$ cat config.mk
export PLATFORM = sky130hd
export DESIGN_NAME = single_wire_sensor_reader
export DESIGN_NICKNAME = d
export VERILOG_FILES = /design/src/rtl/swsr_pkg.sv /design/src/rtl/swsr_core.sv /design/src/rtl/single_wire_sensor_reader.sv
export SDC_FILE = /design/constraint.sdc
export NUM_CORES = 1
export LEC_CHECK = 0
export BUFFER_PORTS_ARGS = -buffer_cell sky130_fd_sc_hd__buf_2
export CAP_MARGIN = 20
export CORE_MARGIN = 4
export CORE_UTILIZATION = 25
export DETAILED_ROUTE_END_ITERATION = 16
export PLACE_DENSITY = 0.42
export SLEW_MARGIN = 10
export SYNTH_ARGS = -nofsm -noshare
export SYNTH_HDL_FRONTEND = slang
export SYNTH_SLANG_ARGS = --single-unit
$ cat constraint.sdc
create_clock -name i_clk -period 4 [get_ports i_clk]
set_clock_uncertainty 0.05 [all_clocks]
set_input_delay 0.2 -clock i_clk [delete_from_list [all_inputs] [get_ports i_clk]]
set_output_delay 0.2 -clock i_clk [all_outputs]
set_load 0.005 [all_outputs]
$ cat src/rtl/swsr_pkg.sv
`default_nettype none
// ----------------------------------------------------------------------------
// swsr_pkg
// Types and constants shared by the single-wire sensor reader modules.
// ----------------------------------------------------------------------------
package swsr_pkg;

    localparam int CFG_DATA_W  = 16;
    localparam int CFG_INDEX_W = 2;
    localparam int FRAME_BITS  = 40;
    localparam int BIT_IDX_W   = 6;

    // register indexes on the configuration port
    localparam logic [CFG_INDEX_W-1:0] REG_START_LOW    = 2'd0;
    localparam logic [CFG_INDEX_W-1:0] REG_RELEASE_HIGH = 2'd1;
    localparam logic [CFG_INDEX_W-1:0] REG_ACK_TIMEOUT  = 2'd2;
    localparam logic [CFG_INDEX_W-1:0] REG_ONE_THRESH   = 2'd3;

    localparam logic [15:0] START_LOW_RESET    = 16'd18000;
    localparam logic [15:0] RELEASE_HIGH_RESET = 16'd40;
    localparam logic [15:0] ACK_TIMEOUT_RESET  = 16'd100;
    localparam logic [7:0]  ONE_THRESH_RESET   = 8'd40;

    localparam logic [7:0] HIGH_TIME_MAX = 8'd255;

    // line drive codes
    localparam logic [1:0] DRIVE_RELEASED = 2'd0;
    localparam logic [1:0] DRIVE_LOW      = 2'd1;
    localparam logic [1:0] DRIVE_HIGH     = 2'd2;

    // status codes
    localparam logic [1:0] STATUS_OK          = 2'd0;
    localparam logic [1:0] STATUS_ACK_TIMEOUT = 2'd1;
    localparam logic [1:0] STATUS_CHECKSUM    = 2'd2;

    typedef enum logic [3:0] {
        PH_IDLE       = 4'd0,
        PH_START_LOW  = 4'd1,
        PH_START_HIGH = 4'd2,
        PH_ACK_LOW    = 4'd3,
        PH_ACK_HIGH   = 4'd4,
        PH_BIT_LOW    = 4'd5,
        PH_BIT_HIGH   = 4'd6
    } t_phase;

    typedef struct packed {
        logic [15:0] start_low_ticks;
        logic [15:0] release_high_ticks;
        logic [15:0] ack_timeout_ticks;
        logic [7:0]  one_threshold_ticks;
    } t_cfg;

    typedef struct packed {
        logic command;
        logic line_level;
    } t_in_item;

    typedef struct packed {
        logic [1:0] line_drive;
        logic       busy_res;
        logic       done_res;
        logic [1:0] status;
        logic [7:0] temperature;
        logic [7:0] humidity;
    } t_out_item;

endpackage
`default_nettype wire

$ cat src/rtl/swsr_core.sv
`default_nettype none
// ----------------------------------------------------------------------------
// swsr_core
// Transaction sequencer: start pulse, acknowledge phases, bit timing,
// frame shift and checksum. State advances once per accepted tick.
// ----------------------------------------------------------------------------
module swsr_core #(
    parameter int TICK_COUNTER_WIDTH = 16
) (
    input  wire                   i_clk,
    input  wire                   i_rst_n,
    input  wire                   i_accept,
    input  swsr_pkg::t_cfg        i_cfg,
    input  swsr_pkg::t_in_item    i_item,
    output swsr_pkg::t_out_item   o_result
);

    localparam int TW    = TICK_COUNTER_WIDTH;
    localparam int CMP_W = (TW > swsr_pkg::CFG_DATA_W) ? TW : swsr_pkg::CFG_DATA_W;

    swsr_pkg::t_phase                  r_phase, n_phase;
    logic [TW-1:0]                     r_tick, n_tick;
    logic [swsr_pkg::BIT_IDX_W-1:0]    r_bit_index, n_bit_index;
    logic [swsr_pkg::FRAME_BITS-1:0]   r_frame, n_frame;
    logic [1:0]                        r_status, n_status;
    logic [7:0]                        r_temp, n_temp;
    logic [7:0]                        r_hum, n_hum;
    logic                              n_done;

    logic [swsr_pkg::BIT_IDX_W-1:0]    bit_index_inc;
    logic [swsr_pkg::FRAME_BITS-1:0]   frame_shifted;
    logic [7:0]                        byte_sum;
    logic                              tick_full;
    logic                              start_low_hit;
    logic                              release_hit;
    logic                              ack_hit;
    logic                              pulse_is_one;

    assign tick_full     = &r_tick;
    assign start_low_hit = (CMP_W'(r_tick) >= CMP_W'(i_cfg.start_low_ticks)) || tick_full;
    assign release_hit   = (CMP_W'(r_tick) >= CMP_W'(i_cfg.release_high_ticks)) || tick_full;
    assign ack_hit       = (CMP_W'(r_tick) >= CMP_W'(i_cfg.ack_timeout_ticks)) || tick_full;
    assign pulse_is_one  = r_tick > TW'(i_cfg.one_threshold_ticks);
    assign bit_index_inc = r_bit_index + 1'b1;
    assign frame_shifted = {r_frame[swsr_pkg::FRAME_BITS-2:0], pulse_is_one};
    assign byte_sum      = frame_shifted[39:32] + frame_shifted[31:24]
                         + frame_shifted[23:16] + frame_shifted[15:8];

    // next state
    always_comb begin
        n_phase     = r_phase;
        n_tick      = r_tick;
        n_bit_index = r_bit_index;
        n_frame     = r_frame;
        n_status    = r_status;
        n_temp      = r_temp;
        n_hum       = r_hum;
        n_done      = 1'b0;
        case (r_phase)
            swsr_pkg::PH_START_LOW: begin
                if (start_low_hit) begin
                    n_phase = swsr_pkg::PH_START_HIGH;
                    n_tick  = '0;
                end else begin
                    n_tick = r_tick + 1'b1;
                end
            end
            swsr_pkg::PH_START_HIGH: begin
                if (release_hit) begin
                    n_phase = swsr_pkg::PH_ACK_LOW;
                    n_tick  = '0;
                end else begin
                    n_tick = r_tick + 1'b1;
                end
            end
            swsr_pkg::PH_ACK_LOW: begin
                if (i_item.line_level) begin
                    n_phase = swsr_pkg::PH_ACK_HIGH;
                    n_tick  = '0;
                end else if (ack_hit) begin
                    n_status = swsr_pkg::STATUS_ACK_TIMEOUT;
                    n_done   = 1'b1;
                    n_phase  = swsr_pkg::PH_IDLE;
                end else begin
                    n_tick = r_tick + 1'b1;
                end
            end
            swsr_pkg::PH_ACK_HIGH: begin
                if (!i_item.line_level) begin
                    n_phase     = swsr_pkg::PH_BIT_LOW;
                    n_bit_index = '0;
                    n_frame     = '0;
                end else if (ack_hit) begin
                    n_status = swsr_pkg::STATUS_ACK_TIMEOUT;
                    n_done   = 1'b1;
                    n_phase  = swsr_pkg::PH_IDLE;
                end else begin
                    n_tick = r_tick + 1'b1;
                end
            end
            swsr_pkg::PH_BIT_LOW: begin
                if (i_item.line_level) begin
                    n_phase = swsr_pkg::PH_BIT_HIGH;
                    n_tick  = TW'(1);
                end
            end
            swsr_pkg::PH_BIT_HIGH: begin
                if (i_item.line_level) begin
                    // high time saturates
                    if (r_tick < TW'(swsr_pkg::HIGH_TIME_MAX)) begin
                        n_tick = r_tick + 1'b1;
                    end
                end else begin
                    n_frame     = frame_shifted;
                    n_bit_index = bit_index_inc;
                    if (bit_index_inc >= swsr_pkg::BIT_IDX_W'(swsr_pkg::FRAME_BITS)) begin
                        n_done  = 1'b1;
                        n_phase = swsr_pkg::PH_IDLE;
                        if (byte_sum == frame_shifted[7:0]) begin
                            n_status = swsr_pkg::STATUS_OK;
                            n_temp   = frame_shifted[23:16];
                            n_hum    = frame_shifted[39:32];
                        end else begin
                            n_status = swsr_pkg::STATUS_CHECKSUM;
                        end
                    end else begin
                        n_phase = swsr_pkg::PH_BIT_LOW;
                    end
                end
            end
            default: begin
                n_phase = swsr_pkg::PH_IDLE;
                if (i_item.command) begin
                    n_phase = swsr_pkg::PH_START_LOW;
                    n_tick  = '0;
                end
            end
        endcase
    end

    // result fields follow the state after this tick
    always_comb begin
        case (n_phase)
            swsr_pkg::PH_START_LOW:  o_result.line_drive = swsr_pkg::DRIVE_LOW;
            swsr_pkg::PH_START_HIGH: o_result.line_drive = swsr_pkg::DRIVE_HIGH;
            default:                 o_result.line_drive = swsr_pkg::DRIVE_RELEASED;
        endcase
        o_result.busy_res    = (n_phase != swsr_pkg::PH_IDLE);
        o_result.done_res    = n_done;
        o_result.status      = n_status;
        o_result.temperature = n_temp;
        o_result.humidity    = n_hum;
    end

    always_ff @(posedge i_clk) begin
        if (!i_rst_n) begin
            r_phase     <= swsr_pkg::PH_IDLE;
            r_tick      <= '0;
            r_bit_index <= '0;
            r_frame     <= '0;
            r_status    <= swsr_pkg::STATUS_OK;
            r_temp      <= '0;
            r_hum       <= '0;
        end else if (i_accept) begin
            r_phase     <= n_phase;
            r_tick      <= n_tick;
            r_bit_index <= n_bit_index;
            r_frame     <= n_frame;
            r_status    <= n_status;
            r_temp      <= n_temp;
            r_hum       <= n_hum;
        end
    end

endmodule
`default_nettype wire

$ cat src/rtl/single_wire_sensor_reader.sv
`default_nettype none
// An accepted item's result is registered in the output register.
// Throughput: one item per cycle while results are taken; the output register
// takes a new result in the same cycle that the previous one is taken.
// Reset (synchronous, active low): sequencer idle, counters and held values zero,
// configuration registers at their default timings, no result pending.
// ----------------------------------------------------------------------------
// single_wire_sensor_reader
// Single-wire humidity/temperature sensor reader, one item per microsecond tick.
// ----------------------------------------------------------------------------
module single_wire_sensor_reader #(
    parameter int TICK_COUNTER_WIDTH = 16
) (
    input  wire                                   i_clk,
    input  wire                                   i_rst_n,
    input  wire                                   i_cfg_we,
    input  wire  [swsr_pkg::CFG_INDEX_W-1:0]      i_cfg_index,
    input  wire  [swsr_pkg::CFG_DATA_W-1:0]       i_cfg_data,
    input  wire                                   i_in_valid,
    output logic                                  o_in_ready,
    input  swsr_pkg::t_in_item                    i_in_item,
    output logic                                  o_out_valid,
    input  wire                                   i_out_ready,
    output swsr_pkg::t_out_item                   o_out_item
);

    swsr_pkg::t_cfg      r_cfg;
    swsr_pkg::t_out_item core_result;
    swsr_pkg::t_out_item r_out_item;
    logic                r_out_valid;
    logic                accept;

    assign o_in_ready  = !r_out_valid || i_out_ready;
    assign accept      = i_in_valid && o_in_ready;
    assign o_out_valid = r_out_valid;
    assign o_out_item  = r_out_item;

    always_ff @(posedge i_clk) begin
        if (!i_rst_n) begin
            r_cfg.start_low_ticks     <= swsr_pkg::START_LOW_RESET;
            r_cfg.release_high_ticks  <= swsr_pkg::RELEASE_HIGH_RESET;
            r_cfg.ack_timeout_ticks   <= swsr_pkg::ACK_TIMEOUT_RESET;
            r_cfg.one_threshold_ticks <= swsr_pkg::ONE_THRESH_RESET;
        end else if (i_cfg_we) begin
            case (i_cfg_index)
                swsr_pkg::REG_START_LOW:    r_cfg.start_low_ticks    <= i_cfg_data;
                swsr_pkg::REG_RELEASE_HIGH: r_cfg.release_high_ticks <= i_cfg_data;
                swsr_pkg::REG_ACK_TIMEOUT:  r_cfg.ack_timeout_ticks  <= i_cfg_data;
                swsr_pkg::REG_ONE_THRESH:   r_cfg.one_threshold_ticks <= i_cfg_data[7:0];
                default: begin
                end
            endcase
        end
    end

    swsr_core #(
        .TICK_COUNTER_WIDTH (TICK_COUNTER_WIDTH)
    ) u_core (
        .i_clk    (i_clk),
        .i_rst_n  (i_rst_n),
        .i_accept (accept),
        .i_cfg    (r_cfg),
        .i_item   (i_in_item),
        .o_result (core_result)
    );

    always_ff @(posedge i_clk) begin
        if (!i_rst_n) begin
            r_out_valid <= 1'b0;
        end else if (o_in_ready) begin
            r_out_valid <= i_in_valid;
        end
    end

    always_ff @(posedge i_clk) begin
        if (accept) begin
            r_out_item <= core_result;
        end
    end

`ifndef NO_ASSERTIONS
    // every accepted item leaves a result behind
    a_accept_gives_result: assert property (@(posedge i_clk) disable iff (!i_rst_n)
        accept |=> r_out_valid)
        else $error("accepted item gave no result");

    // a finished transaction returns to idle
    a_done_not_busy: assert property (@(posedge i_clk) disable iff (!i_rst_n)
        (r_out_valid && r_out_item.done_res) |-> !r_out_item.busy_res)
        else $error("done reported while still busy");

    // the line is only driven inside a transaction
    a_drive_only_busy: assert property (@(posedge i_clk) disable iff (!i_rst_n)
        (r_out_valid && (r_out_item.line_drive != swsr_pkg::DRIVE_RELEASED))
            |-> r_out_item.busy_res)
        else $error("line driven outside a transaction");

    // the held humidity reading only changes when a transaction finishes cleanly
    a_held_change_on_ok: assert property (@(posedge i_clk) disable iff (!i_rst_n)
        (accept && r_out_valid && (core_result.humidity != r_out_item.humidity))
            |-> (core_result.done_res && (core_result.status == swsr_pkg::STATUS_OK)))
        else $error("held humidity changed without a good frame");
`endif

endmodule
`default_nettype wire
# --- Yosys cells after proc, flatten, opt, wreduce, memory -nomap -nowiden ---
# Index checks and enable logic that the tools add are counted.
word_totals:
  output_inout_bits: 24
  wordCells: 112
  regBits: 162
  inputBits: 25
classes:
  n_addsub: 5
  n_lt_le_gt_ge: 6
  muxes: 48
  n_eq_ne: 18
  n_reduce_logical: 17
op_table:
  columns: ["operator", "n"]
  rows:
  - ["$mux 16", 9]
  - ["$pmux 16 s6", 1]
  - ["$mux 39", 2]
  - ["$pmux 39 s2", 1]
  - ["$mux 8", 8]
  - ["$ge 16x16->1", 3]
  - ["$mux 4", 7]
  - ["$add 8x8->8", 3]
  - ["$pmux 4 s6", 1]
  - ["$add 16x1->16 const B", 1]
  - ["$gt 16x8->1", 1]
  - ["$lt 16x8->1 const B", 1]
  - ["$reduce_and 16->1", 1]
  - ["$eq 4x2->1 const B", 3]
  - ["$eq 4x3->1 const B", 3]
  - ["$mux 2", 6]
  - ["$mux 6", 2]
  - ["$pmux 6 s2", 1]
  - ["$ne 2x2->1 const B", 5]
  - ["$eq 4x1->1 const B", 2]
  - ["$eq 8x8->1", 1]
  - ["$reduce_and 2->1", 4]
  - ["$reduce_bool 7->1", 1]
  - ["$add 6x1->6 const B", 1]
  - ["other kinds (17)", 26]

# --- Longest topological paths before layout ---
depth:
  ltp_word: 8
  depth_mapped: 17
  depth_no_buf: 15

# --- Cells and area by module ---
# A second synthesis with hierarchy kept.
hier_totals:
  cells_unflattened: 965
  hier_area_um2: 8893.5
modules_own_cells:
  columns: ["mod", "cells_per_inst", "seq_area_each_um2", "n_inst", "area_per_inst_um2"]
  rows:
  - ["swsr_core", 725, 1661.6, 1, 5978.2]
  - ["single_wire_sensor_reader", 240, 1801.7, 1, 2915.3]

# --- Least setup slack after synthesis ---
# Ideal clock, no wire load.
synth_timing:
  path_kind: "reg2reg"
  from: "register u_core.r_frame[8] (netlist bit)"
  to: "register r_out_item (netlist bit o_out_item[0]), data pin"
  path_stages_with_launch: 17
  n_path_buf: 2
  arrival_time_ns: 3.581
  synth_period_minus_slack_ns: 3.891
  path_slack_ns: 0.109
  required_ns: 3.690
  path_cell_list: "dfxtp_1 fa_1 inv_1 fa_1 inv_1 ha_1 fa_1 nand3_1 nand2_1 a21o_1 a21oi_1 xnor2_1 nor3_2 and2_4 buf_12 buf_4 mux2_2"
synth_lines:
  columns: ["item", "line", "source"]
  rows:
  - ["start: declaration", "swsr_core.sv:24", "logic [swsr_pkg::FRAME_BITS-1:0] r_frame, n_frame;"]
  - ["start signal: assignment", "swsr_core.sv:168", "r_frame <= n_frame;"]
  - ["end signal: assignment", "single_wire_sensor_reader.sv:77", "r_out_item <= core_result;"]
  - ["end: declaration", "single_wire_sensor_reader.sv:29", "swsr_pkg::t_out_item r_out_item;"]

==> results by group <==
Outcome
  • Status: finished, final reports clean

STA
  • Final TNS setup: 0 ns
  • Clock period minus worst slack: 3.91 ns
  • Worst Tran Pin Value: 0.952 ns
  • Unrepaired setup endpoints after global routing: yes
  • Final setup vio count: 0
  • Max-slew headroom: 36.5%
  • Hold Violations, Final: 0
  • Max Clock Freq: 256 MHz
  • Final period utilization: 97.7%
  • Max-slew violation count: 0

Power
  • Leakage: 4.14 nW
  • PwrDens: 334 mW/mm²
  • Peak VDD IR: 0.000299 V
  • Total Power: 3.57 mW

Floorplanning
  • Rows: 69
  • Die X: 199 µm
  • I/O pin count: 49
  • Starting Density: 25.5%
  • Die area: 0.0395 mm²
  • DIE HEIGHT: 199 µm
  • Core area: 0.0357 mm²

Global route
  • GR Util All Layers: 12.3%
  • Initial antenna violation count: 0
  • Vias in the first global route: 6,852
  • First-pass GRT wire length: 38,400 µm
  • GR Overflow Total: 0
  • Largest net degree at the start of global routing: 56

Synth
  • Complex-gate fraction of the synthesized area: 17.3%
  • Seq cells post-synth: 162
  • Synth Area in Adders: 12.2%
  • Avg Cell Area, Syn: 8.73 µm²
  • Post-Synth XOR/XNOR Area: 1.92%
  • Syn_nets: 1,148
  • Post-Synth Simple-Gate Area: 20.9%
  • Synth async-reset ratio: 0%
  • Post-synthesis mux area share: 3.85%
  • Synth Warn #: 0
  • Synth Instances: 1,043
  • Register area share after synthesis: 38.0%
  • Main combinational cell family by area after synthesis: simple AND/OR/NAND/NOR gates
  • Synth unique cells: 71
  • Number of synthesized flops with an enable pin: 22
  • Synth Cell Area: 0.00910 mm²
  • Top FF cell, synth: dfxtp_1

Route
  • Vias per cell: 4.60
  • DR vias: 7,200
  • Top Layer Used: met4
  • Final WL: 24,200 µm
  • Routed length on met2: 11,900 µm
  • TritonRoute pass-1 iters: 4
  • Met3 WL post-DR: 594 µm
  • DRT antenna net count: 0
  • Wire length per cell: 15.5 µm
  • DRC Markers: 0
  • DR iter-0 viols: 310
  • M1 wire length: 11,600 µm

Clock tree
  • CTS tree: done
  • TritonCTS Sinks: 162
  • Root Buffer: clkbuf_16
  • Number of CTS-inserted buffers: 17
  • Worst skew pair latency: 0.44 ns
  • # H-tree levels: 4
  • CTS clk-pin slew, worst paths: 0.07 ns
  • Clk buf depth: 2

Setup path
  • Worst Path Class, Setup: flip-flop to flip-flop
  • Worst-path fanout max: 8
  • CP max stage cell: fa_1
  • Crit end category: flip-flop
  • CP startpoint kind: flip-flop
  • Critical path arrival: 4.04 ns
  • Critical path data required time: 4.13 ns
  • Slowest cell delay on critical path: 0.55 ns
  • Worst-path cell chain: fa_1 -> inv_2 -> fa_1 -> inv_2 -> ha_4 -> fa_2 -> nand3_2 -> nand2_2 -> xnor2_2 -> nor4_2 -> nand4_1 -> nor3_2 -> and2_4 -> buf_12 -> mux2_2

Run
  • Max-cap violations: 0

Finish
  • Area growth from synthesis to layout: 17.6%
  • Layout cell share with drive strength beyond 1: 13.7%
  • Antenna diodes: 0
  • Final net count: 1,197
  • Filler cell count: 3,895

Placement
  • Port Buf Inserts: 48
  • Placer Congestion: 0.753
  • DP Wirelength: 17,100 µm

Worst hold path
  • Worst hold-check path type: primary input to flip-flop
-- logic make-up after synthesis --
group | after synthesis
XOR/XNOR | 20
adder cells (fa/ha/maj) | 80
AND/OR/NAND/NOR | 396
AO/OA/AOI/OAI | 225
multiplexers | 33
flip-flops | 162
buffers and inverters | 127
-- report_power, final --
group / switching [mW] / internal, mW
sequential: 0.0163 / 1.68
clock: 0.716 / 0.938
combinational: 0.134 / 0.0856
-- registers in the layout (all words and copies together), names as in the netlist --
name,count
u_core.r_frame,39
r_cfg,56
u_core.r_phase,4
u_core.r_hum,8
u_core.r_status,2
o_out_valid,1
u_core.r_tick,16
u_core.r_temp,8
u_core.r_bit_index,6
o_out_item,22
-- cell usage in the layout (no fill, tap or decap), drive strengths merged, types with 7 or more instances in the layout --
cell / Yosys / layout
a21boi: 87 / 87
a21oi: 37 / 37
a31oi: 10 / 10
and2: 12 / 12
and3: 7 / 7
buf: 9 / 65
clkbuf: 44 / 21
dfxtp: 140 / 140
dlygate4sd3: 0 / 16
edfxtp: 22 / 22
fa: 14 / 14
ha: 66 / 66
inv: 74 / 77
mux2: 16 / 16
mux2i: 17 / 17
nand2: 211 / 212
nand2b: 10 / 10
nand3: 63 / 63
nand4: 12 / 12
nor2: 29 / 29
nor3: 15 / 15
nor4: 8 / 8
o211ai: 16 / 16
o21ai: 28 / 28
o31ai: 7 / 7
xnor2: 14 / 14
-- Yosys cell counts, types with 16 or more instances --
library cell    n  area share, %
mux2_2         16            2.0
ha_1           66            9.1
a21oi_1        37            2.0
nand2_1       210            8.7
nand3_1        62            3.4
nor2_1         29            1.2
clkbuf_1       44            1.8
dfxtp_1       140             31
a21boi_0       84            6.9
mux2i_1        17            1.9
o21ai_0        23            1.3
o211ai_1       16            1.3
inv_1          74            3.1
edfxtp_1       22            7.3
-- critical path, delay by kind of cell (launching register included) --
| kind | cells | cell delay [ns] |
|---|---|---|
| mux | 1 | 0.34 |
| simple gates | 6 | 0.98 |
| flops | 1 | 0.33 |
| xor+xnor | 1 | 0.14 |
| fa+ha+maj | 4 | 1.58 |
| buf+inv | 3 | 0.24 |
-- routing by layer --
layer	vias up	GRT usage, %
met5	-	0
met4	0	2.51
met3	14	2.32
met2	80	20.9
met1	3384	16.3
li1	3722	-
-- metrics by stage --
stage / cells / hold WS [ns] / worst slack, ns / instance area [µm²] / util (%)
finish: 1566 / 0.0370 / 0.0926 / 10700 / 30.0
global route: 1566 / 0.0409 / -0.0680 / 10700 / 30.0
CTS: 1563 / 0.0179 / 0.0209 / 10600 / 29.5
detailed placement: 1515 / 0.402 / 0.00902 / 9820 / 27.5
global placement: 1515 / 0.394 / 0.0840 / 9820 / 27.5
floorplan: 1043 / 0.288 / 0.109 / 9100 / -
-- worst paths after layout --
kind                           start          endpoint  slack, ns  depth (start not counted)
hold / removal         i_cfg_data[5]          r_cfg[5]       0.04                          3
hold reg to reg     u_core.r_temp[3]  u_core.r_temp[3]       0.41                          2
setup reg to reg  u_core.r_frame[16]    o_out_item[14]       0.09                         15
setup / recovery  u_core.r_frame[16]    o_out_item[14]       0.09                         15
-- repair_timing --
item                       4_1_cts  5_1_grt
hold buffers                    16        0
hold endpoints to repair        46        0
resized for setup                0       23
setup endpoints to repair        0       33
setup buffers                    0        1
-- layout make-up --
class                           instances  area, µm²  share of cell area [%]
Clock inverter                         12        130                    1.22
Clock buffer                           20        447                    4.17
Multi-Input combinational cell        755       5230                    48.8
Timing Repair Buffer                   82        581                    5.42
Sequential cell                       162       3470                    32.4
Inverter                               74        278                    2.59
Tap cell                              461        577                    5.39
Power figures use the tool's default switching activity.
